==> src/hw/rtl/m2ts_pkg.sv <==
// m2ts_pkg: shared types and constants for the millisecond timestamp text block
// no dependencies; used by every module under hw/rtl

package m2ts_pkg;

  // subtitle format register codes
  localparam logic FMT_SRT = 1'b0;
  localparam logic FMT_ASS = 1'b1;

  // ascii characters
  localparam logic [6:0] CH_ZERO  = 7'h30;
  localparam logic [6:0] CH_COLON = 7'h3A;
  localparam logic [6:0] CH_COMMA = 7'h2C;
  localparam logic [6:0] CH_DOT   = 7'h2E;

  // reciprocal multipliers: x / d == (x * M) >> K for the stated input width
  localparam logic [28:0] RCP_SEC  = 29'd274877907;  // 32-bit x / 1000, K = 38
  localparam logic [23:0] RCP_MIN  = 24'd8947849;    // 23-bit x / 60,   K = 29
  localparam logic [17:0] RCP_HOUR = 18'd139811;     // 17-bit x / 60,   K = 23
  localparam logic [11:0] RCP_H100 = 12'd2622;       // 11-bit x / 100,  K = 18
  localparam logic [7:0]  RCP_D10  = 8'd205;         // 7-bit x / 10,    K = 11
  localparam logic [10:0] RCP_F100 = 11'd1311;       // 10-bit x / 100,  K = 17
  localparam logic [10:0] RCP_F10  = 11'd1639;       // 10-bit x / 10,   K = 14

  // time split into fields
  typedef struct packed {
    logic [6:0] hour;    // hours modulo 100
    logic [5:0] minute;
    logic [5:0] second;
    logic [9:0] milli;
  } hmsf_t;

  // decimal digits of one timestamp
  typedef struct packed {
    logic [3:0] h1;
    logic [3:0] h0;
    logic [3:0] m1;
    logic [3:0] m0;
    logic [3:0] s1;
    logic [3:0] s0;
    logic [3:0] f2;
    logic [3:0] f1;
    logic [3:0] f0;
  } digits_t;

endpackage

==> src/hw/rtl/m2ts_divide.sv <==
// m2ts_divide: six-stage pipeline that splits a millisecond count into h/m/s/ms
// depends on m2ts_pkg (reciprocal constants, hmsf_t)

module m2ts_divide (
  input  logic              clk,
  input  logic              rst,
  input  logic              in_valid,
  output logic              in_ready,
  input  logic [31:0]       millis,
  output logic              out_valid,
  input  logic              out_ready,
  output m2ts_pkg::hmsf_t   out_time
);

  // stage valid bits
  logic v1, v2, v3, v4, v5, v6;
  logic rdy1, rdy2, rdy3, rdy4, rdy5, rdy6;

  // stage payload
  logic [31:0] t1;
  logic [22:0] sec2;
  logic [9:0]  tlo2;
  logic [16:0] min3;
  logic [5:0]  seclo3;
  logic [9:0]  f3;
  logic [10:0] hr4;
  logic [5:0]  minlo4;
  logic [5:0]  s4;
  logic [9:0]  f4;
  logic [3:0]  hq5;
  logic [6:0]  hrlo5;
  logic [5:0]  m5;
  logic [5:0]  s5;
  logic [9:0]  f5;
  m2ts_pkg::hmsf_t time6;

  // products
  logic [60:0] p_sec;
  logic [46:0] p_min;
  logic [9:0]  p_ms;
  logic [34:0] p_hour;
  logic [5:0]  p_s60;
  logic [22:0] p_h100;
  logic [5:0]  p_m60;
  logic [6:0]  p_hq;

  // a stage loads when it is empty or its contents move on
  assign rdy6 = !v6 || out_ready;
  assign rdy5 = !v5 || rdy6;
  assign rdy4 = !v4 || rdy5;
  assign rdy3 = !v3 || rdy4;
  assign rdy2 = !v2 || rdy3;
  assign rdy1 = !v1 || rdy2;
  assign in_ready  = rdy1;
  assign out_valid = v6;
  assign out_time  = time6;

  // arithmetic between stages
  assign p_sec  = 61'(t1) * 61'(m2ts_pkg::RCP_SEC);
  assign p_min  = 47'(sec2) * 47'(m2ts_pkg::RCP_MIN);
  assign p_ms   = 10'(sec2[9:0] * 10'd1000);
  assign p_hour = 35'(min3) * 35'(m2ts_pkg::RCP_HOUR);
  assign p_s60  = 6'(min3[5:0] * 6'd60);
  assign p_h100 = 23'(hr4) * 23'(m2ts_pkg::RCP_H100);
  assign p_m60  = 6'(hr4[5:0] * 6'd60);
  assign p_hq   = 7'(hq5 * 7'd100);

  // valid bits
  always_ff @(posedge clk) begin
    if (rst) begin
      v1 <= 1'b0;
      v2 <= 1'b0;
      v3 <= 1'b0;
      v4 <= 1'b0;
      v5 <= 1'b0;
      v6 <= 1'b0;
    end else begin
      if (rdy1) v1 <= in_valid;
      if (rdy2) v2 <= v1;
      if (rdy3) v3 <= v2;
      if (rdy4) v4 <= v3;
      if (rdy5) v5 <= v4;
      if (rdy6) v6 <= v5;
    end
  end

  // payload, no reset
  always_ff @(posedge clk) begin
    // capture input
    if (rdy1) t1 <= millis;
    // total seconds
    if (rdy2) begin
      sec2 <= p_sec[60:38];
      tlo2 <= t1[9:0];
    end
    // total minutes and milliseconds
    if (rdy3) begin
      min3   <= p_min[45:29];
      seclo3 <= sec2[5:0];
      f3     <= tlo2 - p_ms;
    end
    // total hours and seconds
    if (rdy4) begin
      hr4    <= p_hour[33:23];
      minlo4 <= min3[5:0];
      s4     <= seclo3 - p_s60;
      f4     <= f3;
    end
    // hundreds of hours and minutes
    if (rdy5) begin
      hq5   <= p_h100[21:18];
      hrlo5 <= hr4[6:0];
      m5    <= minlo4 - p_m60;
      s5    <= s4;
      f5    <= f4;
    end
    // hours modulo 100
    if (rdy6) begin
      time6.hour   <= hrlo5 - p_hq;
      time6.minute <= m5;
      time6.second <= s5;
      time6.milli  <= f5;
    end
  end

endmodule

==> src/hw/rtl/m2ts_digits.sv <==
// m2ts_digits: one pipeline stage that turns h/m/s/ms fields into decimal digits
// depends on m2ts_pkg (hmsf_t, digits_t, reciprocal constants)

module m2ts_digits (
  input  logic              clk,
  input  logic              rst,
  input  logic              in_valid,
  output logic              in_ready,
  input  m2ts_pkg::hmsf_t   in_time,
  output logic              out_valid,
  input  logic              out_ready,
  output m2ts_pkg::digits_t out_digits
);

  logic              v;
  m2ts_pkg::digits_t dig;
  m2ts_pkg::digits_t dig_next;

  logic [3:0]  h_t, m_t, s_t;
  logic [20:0] p_f100;
  logic [20:0] p_f10;
  logic [3:0]  f_hund;
  logic [6:0]  f_tens;

  // tens digit of a value below 100
  function automatic logic [3:0] tens_of(input logic [6:0] x);
    logic [14:0] p;
    p = 15'(x) * 15'(m2ts_pkg::RCP_D10);
    return p[14:11];
  endfunction

  assign in_ready   = !v || out_ready;
  assign out_valid  = v;
  assign out_digits = dig;

  // digit split
  assign h_t    = tens_of(in_time.hour);
  assign m_t    = tens_of(7'(in_time.minute));
  assign s_t    = tens_of(7'(in_time.second));
  assign p_f100 = 21'(in_time.milli) * 21'(m2ts_pkg::RCP_F100);
  assign p_f10  = 21'(in_time.milli) * 21'(m2ts_pkg::RCP_F10);
  assign f_hund = p_f100[20:17];
  assign f_tens = p_f10[20:14];

  always_comb begin
    dig_next.h1 = h_t;
    dig_next.h0 = 4'(in_time.hour - 7'(h_t * 7'd10));
    dig_next.m1 = m_t;
    dig_next.m0 = 4'(in_time.minute - 6'(m_t * 6'd10));
    dig_next.s1 = s_t;
    dig_next.s0 = 4'(in_time.second - 6'(s_t * 6'd10));
    dig_next.f2 = f_hund;
    dig_next.f1 = 4'(f_tens - 7'(f_hund * 7'd10));
    dig_next.f0 = 4'(in_time.milli - 10'(f_tens * 10'd10));
  end

  // stage register
  always_ff @(posedge clk) begin
    if (rst) begin
      v <= 1'b0;
    end else if (in_ready) begin
      v <= in_valid;
    end
  end

  always_ff @(posedge clk) begin
    if (in_ready) dig <= dig_next;
  end

endmodule

==> src/hw/rtl/m2ts_serial.sv <==
// m2ts_serial: emits the digits of one timestamp as ascii, one character per cycle
// depends on m2ts_pkg (digits_t, character and format codes)

module m2ts_serial (
  input  logic              clk,
  input  logic              rst,
  input  logic              fmt,
  input  logic              in_valid,
  output logic              in_ready,
  input  m2ts_pkg::digits_t in_digits,
  output logic              char_strobe,
  output logic [6:0]        char_out,
  output logic              last
);

  // character positions within the timestamp
  localparam logic [3:0] POS_H1      = 4'd0;
  localparam logic [3:0] POS_H0      = 4'd1;
  localparam logic [3:0] POS_COLON_A = 4'd2;
  localparam logic [3:0] POS_M1      = 4'd3;
  localparam logic [3:0] POS_M0      = 4'd4;
  localparam logic [3:0] POS_COLON_B = 4'd5;
  localparam logic [3:0] POS_S1      = 4'd6;
  localparam logic [3:0] POS_S0      = 4'd7;
  localparam logic [3:0] POS_SEP     = 4'd8;
  localparam logic [3:0] POS_F2      = 4'd9;
  localparam logic [3:0] POS_F1      = 4'd10;
  localparam logic [3:0] POS_F0      = 4'd11;

  logic              active;
  logic [3:0]        pos;
  m2ts_pkg::digits_t dig;
  logic              at_end;
  logic              load;
  logic [6:0]        cur_char;

  // the last position depends on the format
  assign at_end   = (fmt == m2ts_pkg::FMT_ASS) ? (pos == POS_F1) : (pos == POS_F0);
  assign in_ready = !active || at_end;
  assign load     = in_valid && in_ready;

  // character select
  always_comb begin
    case (pos)
      POS_H1:      cur_char = m2ts_pkg::CH_ZERO + 7'(dig.h1);
      POS_H0:      cur_char = m2ts_pkg::CH_ZERO + 7'(dig.h0);
      POS_COLON_A,
      POS_COLON_B: cur_char = m2ts_pkg::CH_COLON;
      POS_M1:      cur_char = m2ts_pkg::CH_ZERO + 7'(dig.m1);
      POS_M0:      cur_char = m2ts_pkg::CH_ZERO + 7'(dig.m0);
      POS_S1:      cur_char = m2ts_pkg::CH_ZERO + 7'(dig.s1);
      POS_S0:      cur_char = m2ts_pkg::CH_ZERO + 7'(dig.s0);
      POS_SEP:     cur_char = (fmt == m2ts_pkg::FMT_ASS) ? m2ts_pkg::CH_DOT
                                                         : m2ts_pkg::CH_COMMA;
      POS_F2:      cur_char = m2ts_pkg::CH_ZERO + 7'(dig.f2);
      POS_F1:      cur_char = m2ts_pkg::CH_ZERO + 7'(dig.f1);
      POS_F0:      cur_char = m2ts_pkg::CH_ZERO + 7'(dig.f0);
      default:     cur_char = m2ts_pkg::CH_ZERO;
    endcase
  end

  // position counter and output strobe
  always_ff @(posedge clk) begin
    if (rst) begin
      active      <= 1'b0;
      pos         <= POS_H1;
      char_strobe <= 1'b0;
    end else begin
      char_strobe <= active;
      if (load) begin
        active <= 1'b1;
        pos    <= POS_H1;
      end else if (active && at_end) begin
        active <= 1'b0;
      end else if (active) begin
        pos <= pos + 4'd1;
      end
    end
  end

  // output character and captured digits
  always_ff @(posedge clk) begin
    char_out <= cur_char;
    last     <= at_end;
    if (load) dig <= in_digits;
  end

endmodule

==> src/hw/rtl/millis_to_timestamp_text.sv <==
// millis_to_timestamp_text: top level, format register and pipeline hookup
// depends on m2ts_pkg, m2ts_divide, m2ts_digits, m2ts_serial

// A millisecond count is taken when start is high and busy is low. It is
// written out as HH:MM:SS,mmm (subtitle_format 0, twelve characters) or
// HH:MM:SS.cc (format 1, eleven characters, last ms digit dropped), one
// character per cycle on char_out with char_strobe high for that cycle and
// last high on the final character; hours wrap modulo 100. The receiver
// cannot stall. The character serializer sets the sustained rate: it takes a
// new count only while it sends the final character of the one before. A
// seven-stage division and digit pipeline ahead of it holds counts that are
// taken while earlier text is still going out; busy rises only when that
// pipeline is full.

module millis_to_timestamp_text (
  input  logic        clk,
  input  logic        rst,
  input  logic        cfg_we,
  input  logic        cfg_wdata,
  input  logic        start,
  output logic        busy,
  input  logic [31:0] millis,
  output logic        char_strobe,
  output logic [6:0]  char_out,
  output logic        last
);

  logic              subtitle_format;
  logic              div_in_ready;
  logic              div_valid;
  logic              dig_in_ready;
  m2ts_pkg::hmsf_t   div_time;
  logic              dig_valid;
  logic              ser_in_ready;
  m2ts_pkg::digits_t dig_out;

  // format register
  always_ff @(posedge clk) begin
    if (rst) begin
      subtitle_format <= m2ts_pkg::FMT_SRT;
    end else if (cfg_we) begin
      subtitle_format <= cfg_wdata;
    end
  end

  assign busy = !div_in_ready;

  // time split
  m2ts_divide u_divide (
    .clk       (clk),
    .rst       (rst),
    .in_valid  (start),
    .in_ready  (div_in_ready),
    .millis    (millis),
    .out_valid (div_valid),
    .out_ready (dig_in_ready),
    .out_time  (div_time)
  );

  // decimal digits
  m2ts_digits u_digits (
    .clk        (clk),
    .rst        (rst),
    .in_valid   (div_valid),
    .in_ready   (dig_in_ready),
    .in_time    (div_time),
    .out_valid  (dig_valid),
    .out_ready  (ser_in_ready),
    .out_digits (dig_out)
  );

  // character output
  m2ts_serial u_serial (
    .clk         (clk),
    .rst         (rst),
    .fmt         (subtitle_format),
    .in_valid    (dig_valid),
    .in_ready    (ser_in_ready),
    .in_digits   (dig_out),
    .char_strobe (char_strobe),
    .char_out    (char_out),
    .last        (last)
  );

  // a timestamp goes out without gaps
  a_no_gap: assert property (@(posedge clk) disable iff (rst)
    char_strobe && !last |=> char_strobe)
    else $error("gap inside a timestamp transaction");

  // the final character is always a digit
  a_last_digit: assert property (@(posedge clk) disable iff (rst)
    char_strobe && last |-> (char_out >= m2ts_pkg::CH_ZERO) && (char_out <= 7'h39))
    else $error("final character is not a digit");

  // a separator is never the final character
  a_sep_not_last: assert property (@(posedge clk) disable iff (rst)
    char_strobe && (char_out == m2ts_pkg::CH_COLON || char_out == m2ts_pkg::CH_COMMA
                    || char_out == m2ts_pkg::CH_DOT) |-> !last)
    else $error("separator marked as last");

endmodule

==> config.mk <==
export PLATFORM = sky130hd
export DESIGN_NAME = millis_to_timestamp_text
export DESIGN_NICKNAME = d
export VERILOG_FILES = /design/src/hw/rtl/m2ts_pkg.sv /design/src/hw/rtl/m2ts_divide.sv /design/src/hw/rtl/m2ts_digits.sv /design/src/hw/rtl/m2ts_serial.sv /design/src/hw/rtl/millis_to_timestamp_text.sv
export SDC_FILE = /design/constraint.sdc
export NUM_CORES = 2
export LEC_CHECK = 0
export ABC_AREA = 1
export BUFFER_PORTS_ARGS = -buffer_cell sky130_fd_sc_hd__buf_4
export CAP_MARGIN = 20
export CELL_PAD_IN_SITES_DETAIL_PLACEMENT = 1
export CELL_PAD_IN_SITES_GLOBAL_PLACEMENT = 1
export CORE_UTILIZATION = 45
export CTS_CLUSTER_DIAMETER = 200
export DETAILED_ROUTE_END_ITERATION = 10
export PLACE_DENSITY_LB_ADDON = 0.1
export RECOVER_POWER = 50
export REMOVE_ABC_BUFFERS = 1
export SKIP_LAST_GASP = 1
export SYNTH_ARGS = -nofsm -noshare
export SYNTH_HDL_FRONTEND = slang
export SYNTH_SLANG_ARGS = --single-unit
==> constraint.sdc <==
create_clock -name clk -period 6.7 [get_ports clk]
set_input_delay 0.335 -clock clk [delete_from_list [all_inputs] [get_ports clk]]
set_output_delay 0.335 -clock clk [all_outputs]
set_load 0.005 [all_outputs]
==> summary.md <==
| Metric | Value |
|---|---|
| Actual slew at the worst max-slew pin | 1.90 ns |
| Min Tclk post-route | 6.59 ns |
| Crit path DAT | 6.92 ns |
| DRT Wirelength | between 100000 and 150000 um |
| Gr ovfl total | 0 |
| Ys Warns | 0 |
| Die W | 312 um |
| TNS Setup | 0 ns |
| Commonest non-fill, non-tap cell in the layout | inv_1 |
| Core ar. | approximately 95000 um2 |
| GRT met2 Usage | 44.4% |
| TritonCTS clock tree | built |
| Vias | 31600 |
| Class of the worst hold path | in -> reg |
| EDFF count, synth | 261 |
| Final hold slack | 0.0445 ns |
| Dpl hpwl | ~100000 um |
| Routing usage on met3 | 2.75% |
| # port buffers | 44 |
| P&R area growth vs syn | 9.97% |
| Antenna diodes | 0 |
| Root Driver | clkbuf_16 |
| CTS HTree Levels | 2 |
| DRT iter0 DRCs | roughly 1300 |
| NumNets Final | 6373 |
| Setup Skew | 0.0444 ns |
| Failing checks | max-capacitance violations, max-slew violations |
| Rel. slew slack | -27.0% |
| Wire per inst | 19.3 um |
| Clock sinks | approximately 280 |
| GRT Max-Usage Layer | met2 |
| Fin area | 47700 um2 |
| Clock buffer count from CTS | 38 |
| Initial antenna violation count | 1 |
| Maximum clock rate | 0.152 GHz |
| Number of synthesized register bits | 281 |
| Row cnt | 113 |
| Status | finished with violations |
| Worst Setup End Kind | register |
| Worst r2r path cells | 24 |
| Post-placement cell area | 45700 um2 |
| # DRC | 0 |
| Max-Cap Viols | 1 |
| Synth cell types | 46 |
| Most frequent cells in the layout | 1202 x inv_1, 960 x ha_1, 586 x nand2_1 |
| CP required | 7.03 ns |
| Final period utilization | 98.3% |
| Crit path max fanout | 3 |
| Seq/Total Area, Yosys | about a fifth |
| DIE AREA | 97600 um2 |
| Starting Density | between 40 and 50% |
| Largest net degree at the start of global routing | 35 |
| Syn Area/Cell | a little over 9 um2 |
| Mapped Cells | between 4000 and 5000 |
| Top FF cell, synth | edfxtp_1 |
| Async S/R FF share, synth | 0% |
| ANT nets after route | 0 |
| First-pass GRT wire length | 192000 um |
| Vias in the first global route | 35600 |
| M1 GR Usage | 33.2% |
| Clock Tree Buf Depth | 3 |
| IO Count | 47 |
| Clk_lat worst skew | 0.61 ns |
| Placer Congestion | 0.940 |
| Final-report setup violation count | 0 |
| Endpoints failing hold | 0 |
| Share of cells above drive strength 1 | 4.73% |
| Hold path cells | 3 |
| Final slew viol count | 35 |
| CP Launch Type | register |
| DIE HEIGHT | ~310 um |
| Worst-path clk slew | 0.06 ns |
| Fillers | around 11000 |
| Unrepaired setup endpoints after global routing | true |
| Final design utilization | about half |
| Vias per inst | 5.14 |
| Cell Area, Synth | 43400 um2 |
| GRT Util Overall | 25.2% |
| Router iterations before antenna repair | 5 |
| Critical path class | reg -> reg |
==> cell type report <==
class,count,area [um2],area share [%]
multi-input combinational,3165,30700,64.4
sequential,281,8240,17.3
inverter,1203,4520,9.47
tap,1265,1580,3.32
timing repair buffer,167,1300,2.73
clock buffer,44,983,2.06
clock inverter,26,329,0.690
==> layer usage <==
metal	up-vias	share of wire, %
met3	135	3.4
met2	446	49
li1	15300	-
met5	-	0
met1	15800	45
met4	0	2.2
==> through the flow <==
stage / std cells / worst slack, ns
finish: 6151 / 0.112
global route: 6151 / -0.112
detailed placement: 6018 / 0.0576
CTS: 6124 / 0.0386
global placement: 6018 / 0.117
floorplan: 4649 / 0.634
==> synth_stat cells (20+ instances only) <==
library cell | number | area [um2]
inv_1 | 1202 | 4510
nor3_1 | 43 | 215
a31oi_1 | 21 | 131
a21oi_1 | 212 | 1060
dfxtp_1 | 20 | 400
xnor2_1 | 42 | 368
ha_1 | 966 | 12100
xor2_1 | 56 | 490
nor2_1 | 282 | 1060
nand2_1 | 589 | 2210
nand4_1 | 40 | 250
edfxtp_1 | 261 | 7840
fa_1 | 514 | 10300
o21bai_1 | 33 | 248
o21ai_0 | 128 | 641
a21o_1 | 30 | 225
nand3_1 | 117 | 586
==> repair_timing <==
| action | CTS | global route |
|---|---|---|
| resized for setup | 0 | 48 |
| hold buffers | 36 | 0 |
| setup endpoints to repair | 0 | 23 |
| setup buffers | 0 | 26 |
| hold endpoints to repair | 38 | 0 |
==> state kept, by name (all words and copies together), names as in the netlist, 7 cells and up <==
name and flops:
u_digits.out_digits 34, u_serial.dig 34, u_divide.t1 32, u_divide.out_time 29, u_divide.sec2 23, u_divide.min3 17
u_divide.hr4 11, u_divide.f3 10, u_divide.f4 10, u_divide.f5 10, u_divide.tlo2 10, u_divide.hrlo5 7
==> worst paths after layout <==
path                                          startpoint                             end  slack, ns
worst max-delay path            u_divide.t1[8]$_DFFE_PN_     u_divide.sec2[11]$_DFFE_PP_       0.11
worst min-delay path                               start        u_divide.v1$_SDFFE_PP0N_       0.04
worst max register to register  u_divide.t1[8]$_DFFE_PN_     u_divide.sec2[11]$_DFFE_PP_       0.11
worst min register to register  u_divide.f5[7]$_DFFE_PP_  u_divide.out_time[7]$_DFFE_PP_       0.40
==> kinds of logic after synthesis <==
kind of cell    share of synthesized area (%)
other cells                            0.0173
xor+xnor                                 1.98
compound gates                           6.21
fa+ha+maj                                51.6
buf+inv                                  10.5
flops                                    19.0
simple gates                             10.7
==> worst max-delay path, cell delays in order, from the launching register on <==
cell and delay [ns]:
edfxtp_1 0.45, buf_4 0.18, ha_4 0.23, fa_1 0.47
fa_1 0.56, inv_1 0.06, fa_1 0.51, inv_1 0.06
fa_1 0.51, inv_1 0.05, fa_1 0.48, inv_1 0.06
fa_1 0.54, inv_1 0.06, fa_1 0.55, inv_1 0.06
ha_1 0.34, nand2_2 0.10, inv_1 0.07, nand2_1 0.06
nand2_1 0.06, o21bai_1 0.21, o21ai_0 0.31, nand3_1 0.14
xor2_1 0.19
Power is not shown: default switching activity piles up to over one toggle a cycle in this logic, so the estimate is an artifact.
